[src/hw/rtl/devicetree_structure_walker_unit_macros.svh]
// ----------------------------------------------------------------------------
// Assertion macros for the device tree structure walker
// Shared concurrent assertion forms, clocked on clk and disabled in reset.
// ----------------------------------------------------------------------------
`ifndef DEVICETREE_STRUCTURE_WALKER_UNIT_MACROS_SVH
`define DEVICETREE_STRUCTURE_WALKER_UNIT_MACROS_SVH

// A condition that must hold at every clock edge out of reset.
`define DTSW_ASSERT_ALWAYS(label, cond, msg) \
  label: assert property (@(posedge clk) disable iff (!rst_n) (cond)) \
    else $error(msg);

// A consequence that must hold at the clock edge after the antecedent.
`define DTSW_ASSERT_NEXT(label, ante, cons, msg) \
  label: assert property (@(posedge clk) disable iff (!rst_n) (ante) |=> (cons)) \
    else $error(msg);

`endif

[src/hw/rtl/dtsw_pkg.sv]
// ----------------------------------------------------------------------------
// Device tree structure walker package
// Structure block tokens, event codes and beat layouts.
// ----------------------------------------------------------------------------
`default_nettype none

package dtsw_pkg;

  localparam logic [31:0] TOK_BEGIN_NODE = 32'd1;
  localparam logic [31:0] TOK_END_NODE   = 32'd2;
  localparam logic [31:0] TOK_PROP       = 32'd3;
  localparam logic [31:0] TOK_NOP        = 32'd4;
  localparam logic [31:0] TOK_END        = 32'd9;

  typedef enum logic [2:0] {
    EV_NONE   = 3'd0,
    EV_BEGIN  = 3'd1,
    EV_NAME   = 3'd2,
    EV_HEADER = 3'd3,
    EV_DATA   = 3'd4,
    EV_END    = 3'd5,
    EV_ERROR  = 3'd6
  } event_t;

  localparam int unsigned DEPTH_W    = 7;
  localparam int unsigned DEPTH_CAP  = 127;
  localparam int unsigned OUT_DATA_W = 112;

  typedef struct packed {
    logic [2:0]         valid_bytes;
    logic [31:0]        data_word;
    logic [31:0]        name_offset;
    logic [31:0]        prop_length;
    logic [DEPTH_W-1:0] depth;
    event_t             event_res;
  } result_t;

endpackage

`default_nettype wire

[src/hw/rtl/devicetree_structure_walker_unit.sv]
// ----------------------------------------------------------------------------
// Device tree structure walker
// Parses the structure block of a flattened device tree, one event per word.
// ----------------------------------------------------------------------------
// The in_ stream carries one big-endian structure word per beat, with tlast
// on the final word of the block. The out_ stream returns exactly one event
// beat for every input beat, in order.
// A word is captured in an input register and, in the next stage, decoded
// against the parse state in a single pass into the result register, so the
// event beat is presented from the result register after its word has passed
// through the input register. Throughput is one word per cycle while the
// receiver keeps out_tready high; the parse state is updated once per word
// as it enters the result register, which bounds the rate.
// When the receiver stalls, the result register holds its beat and the input
// register can still take one more word; in_tready drops only when both are
// full. Reset (rst_n low, synchronous) empties both registers and returns the
// parser to waiting for the root node. The beat carrying tlast always
// returns the parser to that state after its event is formed, and reports an
// error if the tree was left incomplete.
// ----------------------------------------------------------------------------
`default_nettype none

`include "devicetree_structure_walker_unit_macros.svh"

module devicetree_structure_walker_unit
  import dtsw_pkg::*;
#(
  parameter int unsigned MAX_DEPTH = 64
) (
  input  wire logic                  clk,
  input  wire logic                  rst_n,
  input  wire logic                  in_tvalid,
  output      logic                  in_tready,
  input  wire logic [31:0]           in_tdata,   // word[31:0]
  input  wire logic                  in_tlast,   // last_word
  output      logic                  out_tvalid,
  input  wire logic                  out_tready,
  output      logic [OUT_DATA_W-1:0] out_tdata   // event_res[2:0], depth[9:3],
                                                 // prop_length[41:10],
                                                 // name_offset[73:42],
                                                 // data_word[105:74],
                                                 // valid_bytes[108:106], zero
);

  localparam int unsigned DEPTH_LIMIT = (MAX_DEPTH > DEPTH_CAP) ? DEPTH_CAP : MAX_DEPTH;
  localparam logic [DEPTH_W-1:0] DEPTH_LIMIT_V = DEPTH_LIMIT[DEPTH_W-1:0];

  typedef enum logic [3:0] {
    PH_START,
    PH_NAME,
    PH_PROPS,
    PH_LEN,
    PH_OFF,
    PH_DATA,
    PH_CHILDREN,
    PH_DONE,
    PH_ERROR
  } phase_t;

  logic               s1_valid_r;
  logic [31:0]        s1_word_r;
  logic               s1_last_r;
  logic               out_valid_r;
  result_t            res_r;
  result_t            res_nxt;
  phase_t             phase_r;
  phase_t             phase_nxt;
  phase_t             phase_step;
  logic [DEPTH_W-1:0] depth_r;
  logic [DEPTH_W-1:0] depth_nxt;
  logic [DEPTH_W-1:0] depth_step;
  logic [31:0]        pend_len_r;
  logic [31:0]        pend_len_nxt;
  logic [31:0]        pend_len_step;
  logic [31:0]        bytes_left_r;
  logic [31:0]        bytes_left_nxt;
  logic [31:0]        bytes_left_step;
  logic               s2_adv;
  logic               s2_fire;
  logic               in_fire;

  assign s2_adv    = !out_valid_r || out_tready;
  assign s2_fire   = s1_valid_r && s2_adv;
  assign in_tready = !s1_valid_r || s2_adv;
  assign in_fire   = in_tvalid && in_tready;

  assign out_tvalid = out_valid_r;
  assign out_tdata  = {{(OUT_DATA_W - $bits(result_t)){1'b0}}, res_r};

  always_comb begin
    logic [31:0] w;
    logic [2:0]  vb;
    w               = s1_word_r;
    vb              = 3'd0;
    phase_step      = phase_r;
    depth_step      = depth_r;
    pend_len_step   = pend_len_r;
    bytes_left_step = bytes_left_r;
    res_nxt         = '0;
    res_nxt.event_res = EV_NONE;

    case (phase_r)
      PH_START: begin
        if (w == TOK_BEGIN_NODE) begin
          if (depth_r >= DEPTH_LIMIT_V) begin
            res_nxt.event_res = EV_ERROR;
            phase_step = PH_ERROR;
          end else begin
            depth_step = depth_r + 1'b1;
            res_nxt.event_res = EV_BEGIN;
            phase_step = PH_NAME;
          end
        end else if (w != TOK_NOP) begin
          res_nxt.event_res = EV_ERROR;
          phase_step = PH_ERROR;
        end
      end
      PH_NAME: begin
        res_nxt.event_res = EV_NAME;
        res_nxt.data_word = w;
        if (w[31:24] == 8'd0) begin
          vb = 3'd0;
        end else if (w[23:16] == 8'd0) begin
          vb = 3'd1;
        end else if (w[15:8] == 8'd0) begin
          vb = 3'd2;
        end else if (w[7:0] == 8'd0) begin
          vb = 3'd3;
        end else begin
          vb = 3'd4;
        end
        res_nxt.valid_bytes = vb;
        if (vb != 3'd4) begin
          phase_step = PH_PROPS;
        end
      end
      PH_PROPS, PH_CHILDREN: begin
        if (w == TOK_NOP) begin
          phase_step = phase_r;
        end else if (w == TOK_PROP && phase_r == PH_PROPS) begin
          phase_step = PH_LEN;
        end else if (w == TOK_BEGIN_NODE) begin
          if (depth_r >= DEPTH_LIMIT_V) begin
            res_nxt.event_res = EV_ERROR;
            phase_step = PH_ERROR;
          end else begin
            depth_step = depth_r + 1'b1;
            res_nxt.event_res = EV_BEGIN;
            phase_step = PH_NAME;
          end
        end else if (w == TOK_END_NODE) begin
          depth_step = depth_r - 1'b1;
          res_nxt.event_res = EV_END;
          phase_step = (depth_step == '0) ? PH_DONE : PH_CHILDREN;
        end else begin
          res_nxt.event_res = EV_ERROR;
          phase_step = PH_ERROR;
        end
      end
      PH_LEN: begin
        pend_len_step = w;
        phase_step = PH_OFF;
      end
      PH_OFF: begin
        res_nxt.event_res   = EV_HEADER;
        res_nxt.prop_length = pend_len_r;
        res_nxt.name_offset = w;
        bytes_left_step     = pend_len_r;
        phase_step = (pend_len_r != 32'd0) ? PH_DATA : PH_PROPS;
      end
      PH_DATA: begin
        res_nxt.event_res = EV_DATA;
        res_nxt.data_word = w;
        vb = (bytes_left_r > 32'd4) ? 3'd4 : bytes_left_r[2:0];
        res_nxt.valid_bytes = vb;
        bytes_left_step = bytes_left_r - {29'd0, vb};
        if (bytes_left_step == 32'd0) begin
          phase_step = PH_PROPS;
        end
      end
      PH_DONE: begin
        if (w != TOK_NOP && w != TOK_END) begin
          res_nxt.event_res = EV_ERROR;
          phase_step = PH_ERROR;
        end
      end
      default: begin
        phase_step = PH_ERROR;
      end
    endcase

    if (s1_last_r && phase_step != PH_DONE && phase_step != PH_ERROR) begin
      res_nxt = '0;
      res_nxt.event_res = EV_ERROR;
    end
    res_nxt.depth = depth_step;

    if (s1_last_r) begin
      phase_nxt      = PH_START;
      depth_nxt      = '0;
      pend_len_nxt   = 32'd0;
      bytes_left_nxt = 32'd0;
    end else begin
      phase_nxt      = phase_step;
      depth_nxt      = depth_step;
      pend_len_nxt   = pend_len_step;
      bytes_left_nxt = bytes_left_step;
    end
  end

  always_ff @(posedge clk) begin
    if (!rst_n) begin
      s1_valid_r   <= 1'b0;
      out_valid_r  <= 1'b0;
      phase_r      <= PH_START;
      depth_r      <= '0;
      pend_len_r   <= 32'd0;
      bytes_left_r <= 32'd0;
    end else begin
      if (in_fire) begin
        s1_valid_r <= 1'b1;
      end else if (s2_fire) begin
        s1_valid_r <= 1'b0;
      end
      if (s2_fire) begin
        out_valid_r  <= 1'b1;
        phase_r      <= phase_nxt;
        depth_r      <= depth_nxt;
        pend_len_r   <= pend_len_nxt;
        bytes_left_r <= bytes_left_nxt;
      end else if (out_tready) begin
        out_valid_r <= 1'b0;
      end
    end
  end

  always_ff @(posedge clk) begin
    if (in_fire) begin
      s1_word_r <= in_tdata;
      s1_last_r <= in_tlast;
    end
    if (s2_fire) begin
      res_r <= res_nxt;
    end
  end

  `DTSW_ASSERT_ALWAYS(a_depth_bound, depth_r <= DEPTH_LIMIT_V,
    "node depth exceeds the configured limit")

  `DTSW_ASSERT_ALWAYS(a_done_at_root, phase_r != PH_DONE || depth_r == '0,
    "tree marked complete with nodes still open")

  `DTSW_ASSERT_ALWAYS(a_open_depth,
    !(phase_r == PH_NAME || phase_r == PH_PROPS || phase_r == PH_LEN ||
      phase_r == PH_OFF || phase_r == PH_DATA || phase_r == PH_CHILDREN) ||
    depth_r != '0,
    "inside a node with zero depth")

  `DTSW_ASSERT_ALWAYS(a_data_left, phase_r != PH_DATA || bytes_left_r != 32'd0,
    "property data phase with no bytes left")

  `DTSW_ASSERT_NEXT(a_last_restart, s2_fire && s1_last_r,
    phase_r == PH_START && depth_r == '0 && out_valid_r,
    "walker did not restart after the last word")

endmodule

`default_nettype wire

[config.mk]
export PLATFORM = sky130hd
export DESIGN_NAME = devicetree_structure_walker_unit
export DESIGN_NICKNAME = d
export VERILOG_FILES = /design/src/hw/rtl/dtsw_pkg.sv /design/src/hw/rtl/devicetree_structure_walker_unit.sv
export VERILOG_INCLUDE_DIRS = /design/src /design/src/hw/rtl
export SDC_FILE = /design/constraint.sdc
export NUM_CORES = 1
export LEC_CHECK = 0
export BUFFER_PORTS_ARGS = -buffer_cell sky130_fd_sc_hd__buf_4
export CAP_MARGIN = 20
export CORE_UTILIZATION = 50
export DETAILED_ROUTE_END_ITERATION = 8
export PLACE_DENSITY = 0.74
export SYNTH_ARGS = -nofsm -noshare
export SYNTH_HDL_FRONTEND = slang
export SYNTH_SLANG_ARGS = --single-unit
[constraint.sdc]
create_clock -name clk -period 4.5 [get_ports clk]
set_clock_uncertainty 0.2 [all_clocks]
set_input_delay 0.45 -clock clk [delete_from_list [all_inputs] [get_ports clk]]
set_output_delay 0.45 -clock clk [all_outputs]
set_load 0.005 [all_outputs]
==> results.json, run 1 <==
{
  "ios": 151,
  "regArea_um2": 5810,
  "cp_cell_sequence": "or4_1, nor4_1, nand3_1, nand2_1, ha_1, or4b_2, a2111oi_1, nand4_1, nor4_2, nand4_1, nor4_1, a21o_1",
  "ys_ff_latch": 219,
  "wl_per_cell_um": 21.0,
  "synth_most_common_cell": "edfxtp_1",
  "p_int_mw": 3.53,
  "synth-edff-count": 142,
  "grt_max_degree": 80,
  "post_cts_buffers": 0,
  "dp_hpwl_um": 20800,
  "yosys-top-cells-area": "edfxtp_1 41%, dfxtp_1 15%, and2_1 5.9%",
  "cp.arrival_ns": 4.42,
  "antenna_found_initial": 1,
  "grt_pass1_vias": 8348,
  "finalPower_mw": 4.46,
  "holdWs_ns": 0.0860,
  "max_stage_delay_ns": 0.68,
  "setup_viol": 0,
  "async_flop_share": 0,
  "slew_headroom": 0.279,
  "drcViolationCount": 0,
  "ctsLongestPathBuffers": 3,
  "placed_cell_area_um2": 11900,
  "p_switching_uw": 933,
  "pwr-share-clk": 0.444,
  "gp_congestion": 0.974,
  "path_clk_slew_ns": 0.06,
  "rsz0062_at_grt": "false",
  "power_frac_comb": 0.054,
  "initial_core_util": 0.514,
  "utilization": 0.643,
  "sw_frac_of_total": 0.209,
  "yosysUniqueCellTypes": 70,
  "dr.pass1.iters": 5,
  "vias": 8849,
  "synth_top_area_cell": "edfxtp_1",
  "dp_slack_ns": 0.319,
  "setup_slack_ns": 0.337,
  "period_share": 0.925,
  "die_h_um": 147,
  "ir_drop_uv": 391,
  "overflow": 0,
  "cts_buffers": 24,
  "grt_pass1_wl_um": 46600,
  "die_w_um": 147,
  "fin_nets": 1208,
  "drive_gt1_frac": 0.209,
  "p_seq_frac": 0.502,
  "status": "completed",
  "cts_tree": "built",
  "final_cells": 1454,
  "cp_slowest_cell": "or4_1",
  "slew_viol_final": 0,
  "n_antenna_cell": 0,
  "synth.cell_area_um2": 10500,
  "rows": 52,
  "totalWireLength_um": 30500,
  "multiInputGateArea_um2": 4400,
  "drtIter0Drc": 605,
  "critPathKind": "flip-flop to flip-flop",
  "final.setup.tns_ns": 0,
  "viasPerCell": 6.09,
  "ant_nets": 0,
  "clk_latency_ns": 0.52,
  "syn_inst": 989,
  "io_buffers": 147,
  "htree_num_levels": 1,
  "fp.coreArea_um2": 20400,
  "min_path_type": "input pin to flip-flop",
  "synth_common_cells": "142 x edfxtp_1, 99 x and2_1, 77 x dfxtp_1, 69 x o21ai_0, 57 x nand2_1",
  "hold_viol_final": 0,
  "power.density_nw_per_um2": 341,
  "yosys_warnings": 0,
  "dieArea_um2": 21500,
  "ys.flop_type": "edfxtp_1",
  "endpoint_kind": "flip-flop",
  "worst_slew_pin_slew_ns": 1.08,
  "yosysSeqAreaShare": 0.555,
  "cts.sinks": 219,
  "fillCellCount": 1601,
  "rrSetupSlack_ns": 0.34,
  "postSynthAreaPerCell_um2": 10.6,
  "track_usage": 0.279,
  "cp_max_fo": 8,
  "maxCapViolCount": 0,
  "critPathLaunchType": "flip-flop",
  "required_ns": 4.76,
  "dpl.cell_count": 1376,
  "min_period_ns": 4.16,
  "leakagePower_nw": 4.82,
  "area_growth_pct": 25.0,
  "fmax_mhz": 240,
  "ctsRootBufferMaster": "clkbuf_16",
  "yosysTopAreaCellShare": 0.407,
  "final_area_um2": 13100
}
==> final cells by class <==
| type | instances | area share |
|---|---|---|
| well taps | 270 | 0.0258 |
| inverters | 8 | 0.00258 |
| clock inverters | 10 | 0.00985 |
| multi-input cells | 698 | 0.336 |
| flip-flops and latches | 219 | 0.444 |
| clock buffers | 34 | 0.0511 |
| repair buffers | 215 | 0.131 |
==> state kept, by name, summed over array words and instances (netlist names) <==
register	cells
s1_last_r	1
phase_r	4
pend_len_r	32
s1_valid_r	1
out_tdata	109
bytes_left_r	32
depth_r	7
out_tvalid	1
s1_word_r	32
==> path summary, 6_finish.rpt <==
kind                                         end  cells after the start              from
worst min-delay path                  out_tvalid                      3        out_tready
worst max register to register        phase_r[1]                     12  bytes_left_r[17]
worst min register to register  bytes_left_r[26]                      2  bytes_left_r[26]
worst max-delay path                  phase_r[1]                     12  bytes_left_r[17]
==> layer usage <==
metal | vias up | wire [um] | GRT usage
li1 | 4074 | - | -
met1 | 4296 | 12300 | 0.357
met2 | 394 | 14700 | 0.466
met3 | 83 | 2280 | 0.0544
met4 | 2 | 1110 | 0.105
met5 | - | 9 | 0
==> cell usage in the layout, fill, tap and decap left out, drive strengths merged, types with 9 or more instances in the layout <==
cell type | Yosys | final
nand4 | 12 | 12
dlygate4sd3 | 0 | 34
a22oi | 39 | 39
and2 | 99 | 99
nor2 | 49 | 49
or4 | 15 | 15
nor3 | 29 | 29
edfxtp | 142 | 142
nand3 | 15 | 15
nand2 | 57 | 57
nor4 | 39 | 39
o221ai | 9 | 9
nand2b | 15 | 15
a31oi | 9 | 9
o21ai | 71 | 71
a21boi | 28 | 28
clkbuf | 58 | 34
or3 | 14 | 14
a21oi | 34 | 34
nor2b | 49 | 49
buf | 9 | 181
dfxtp | 77 | 77
==> cell families after synthesis <==
logic type | after synthesis | share of synthesized area
flops | 219 | 0.555
buf+inv | 75 | 0.0307
fa+ha+maj | 5 | 0.00598
other cells | 1 | 0.000358
simple gates | 425 | 0.233
mux | 3 | 0.00287
xor+xnor | 8 | 0.00669
compound gates | 253 | 0.166
==> timing repair <==
| action | CTS | global route |
|---|---|---|
| hold buffers | 34 | 0 |
| endpoints found under the setup margin | 0 | 3 |
| resized for setup | 0 | 3 |
| hold endpoints to repair | 34 | 0 |
==> worst max-delay path: cells and delay by family (launching register included) <==
| family | cells | cell delay (ns) |
|---|---|---|
| AND/OR/NAND/NOR | 9 | 2.91 |
| flip-flops | 1 | 0.36 |
| AO/OA/AOI/OAI | 2 | 0.49 |
| adder cells (fa/ha/maj) | 1 | 0.15 |
==> power by group through the flow <==
stage	Clock [mW]	Sequential, mW	Combinational [mW]
floorplan	0	2.27	0.0843
global placement	0	2.28	0.214
detailed placement	0	2.28	0.214
CTS	2.00	2.24	0.239
global route	2.07	2.24	0.258
finish	1.98	2.24	0.241
(Power assumes the default switching activity.)
==> run 2, diff against run 1 <==
- CORE_MARGIN: not set -> 8
- CTS_CLUSTER_DIAMETER: not set -> 100
==> run 2 against run 1 <==
  * Utilization down 0.77 points
  * Die area grew 20%
  * First-iteration DRC count decreased by 0.17%
  * Total power up 1.4%
  * Via count decreased by 0.87%
  * Combinational power about the same
  * Largest power group unchanged
==> results.json, run 2 (synthesis results as in run 1) <==
{
  "grt_max_degree": 80,
  "fin_nets": 1213,
  "rsz0062_at_grt": "false",
  "totalWireLength_um": 31200,
  "gp_congestion": 0.956,
  "vias": 8772,
  "period_share": 0.944,
  "finalPower_mw": 4.52,
  "clk_latency_ns": 0.51,
  "n_antenna_cell": 0,
  "setup_viol": 0,
  "rows": 53,
  "drive_gt1_frac": 0.216,
  "required_ns": 4.74,
  "final_cells": 1464,
  "slew_viol_final": 0,
  "leakagePower_nw": 4.88,
  "dr.pass1.iters": 6,
  "min_path_type": "input pin to flip-flop",
  "hold_viol_final": 0,
  "post_cts_buffers": 0,
  "grt_pass1_vias": 8378,
  "ir_drop_uv": 297,
  "ant_nets": 0,
  "final_cell_mix": "185 x buf_4, 142 x edfxtp_1, 99 x and2_1",
  "cts.sinks": 219,
  "min_period_ns": 4.25,
  "cts_tree": "built",
  "initial_core_util": 0.504,
  "area_growth_pct": 25.9,
  "fmax_mhz": 235,
  "cp_max_fo": 7,
  "drtIter0Drc": 604,
  "power.density_nw_per_um2": 343,
  "die_h_um": 161,
  "utilization": 0.635,
  "critPathKind": "flip-flop to flip-flop",
  "viasPerCell": 5.99,
  "final_common_cell": "buf_4",
  "wl_per_cell_um": 21.3,
  "holdWs_ns": 0.0988,
  "track_usage": 0.235,
  "cts_buffers": 24,
  "path_clk_slew_ns": 0.07,
  "drcViolationCount": 0,
  "cp.arrival_ns": 4.49,
  "die_w_um": 161,
  "dpl.cell_count": 1386,
  "largest_register_ffs": 109,
  "status": "completed",
  "maxCapViolCount": 0,
  "ios": 151,
  "worst_slew_pin_slew_ns": 1.04,
  "antenna_found_initial": 0,
  "ctsRootBufferMaster": "clkbuf_16",
  "critPathLaunchType": "flip-flop",
  "overflow": 0,
  "dieArea_um2": 25800,
  "dp_hpwl_um": 22100,
  "htree_num_levels": 1,
  "grt_pass1_wl_um": 48500,
  "endpoint_kind": "flip-flop",
  "io_buffers": 147,
  "slew_headroom": 0.305,
  "fp.coreArea_um2": 20800,
  "ctsLongestPathBuffers": 3,
  "final.setup.tns_ns": 0
}
run 2: critical path, cell delays in order, from the launching register on:
cell,delay [ns]
dfxtp_1,0.37
or4_1,0.63
nor4_2,0.33
nand3_1,0.20
nand2_1,0.12
ha_1,0.14
or4b_2,0.59
a2111oi_1,0.39
nand4_1,0.16
nor4_1,0.41
nand4_1,0.22
nor4_1,0.29
a21o_1,0.13
run 2: layer usage:
layer  up-vias  routed length, um  track usage
met5         -                  0            0
met4         0                886       0.0760
met3        44               2100       0.0392
met2       372              15200        0.404
met1      4269              13000        0.296
li1       4087                  -            -
run 2: power breakdown:
part / internal, mW / leakage (nW) / switching (mW) / total (mW)
logic: 0.119 / 2.51 / 0.122 / 0.241
clock network: 1.25 / 0.417 / 0.796 / 2.04
registers: 2.20 / 1.95 / 0.0383 / 2.24
run 2: final timing paths:
kind | start | endpoint | slack (ns) | depth (start not counted)
max | bytes_left_r[8] | phase_r[1] | 0.25 | 12
max reg2reg | bytes_left_r[8] | phase_r[1] | 0.25 | 12
min | out_tready | out_tvalid | 0.1 | 3
min reg2reg | bytes_left_r[7] | bytes_left_r[7] | 0.33 | 2
run 2: timing repair:
| action | in CTS | in global routing |
|---|---|---|
| resized for setup | 0 | 3 |
| hold buffers | 34 | 0 |
| endpoints found under the hold margin | 34 | 0 |
| setup endpoints to repair | 0 | 3 |
run 2: area by class of cell:
| type | instances | area, um2 |
|---|---|---|
| Clock buffer | 33 | 718 |
| Clock inverter | 11 | 129 |
| Fill cell | 1645 | 7580 |
| Inverter | 8 | 33.8 |
| Multi-Input combinational cell | 698 | 4400 |
| Sequential cell | 219 | 5810 |
| Tap cell | 275 | 344 |
| Timing Repair Buffer | 220 | 1750 |
run 2: metrics by stage:
stage | setup WS (ns) | area [um2]
global placement | 0.460 | 12000
CTS | 0.281 | 13200
finish | 0.252 | 13200
floorplan | 0.458 | 10500
detailed placement | 0.310 | 12000
global route | 0.0161 | 13200
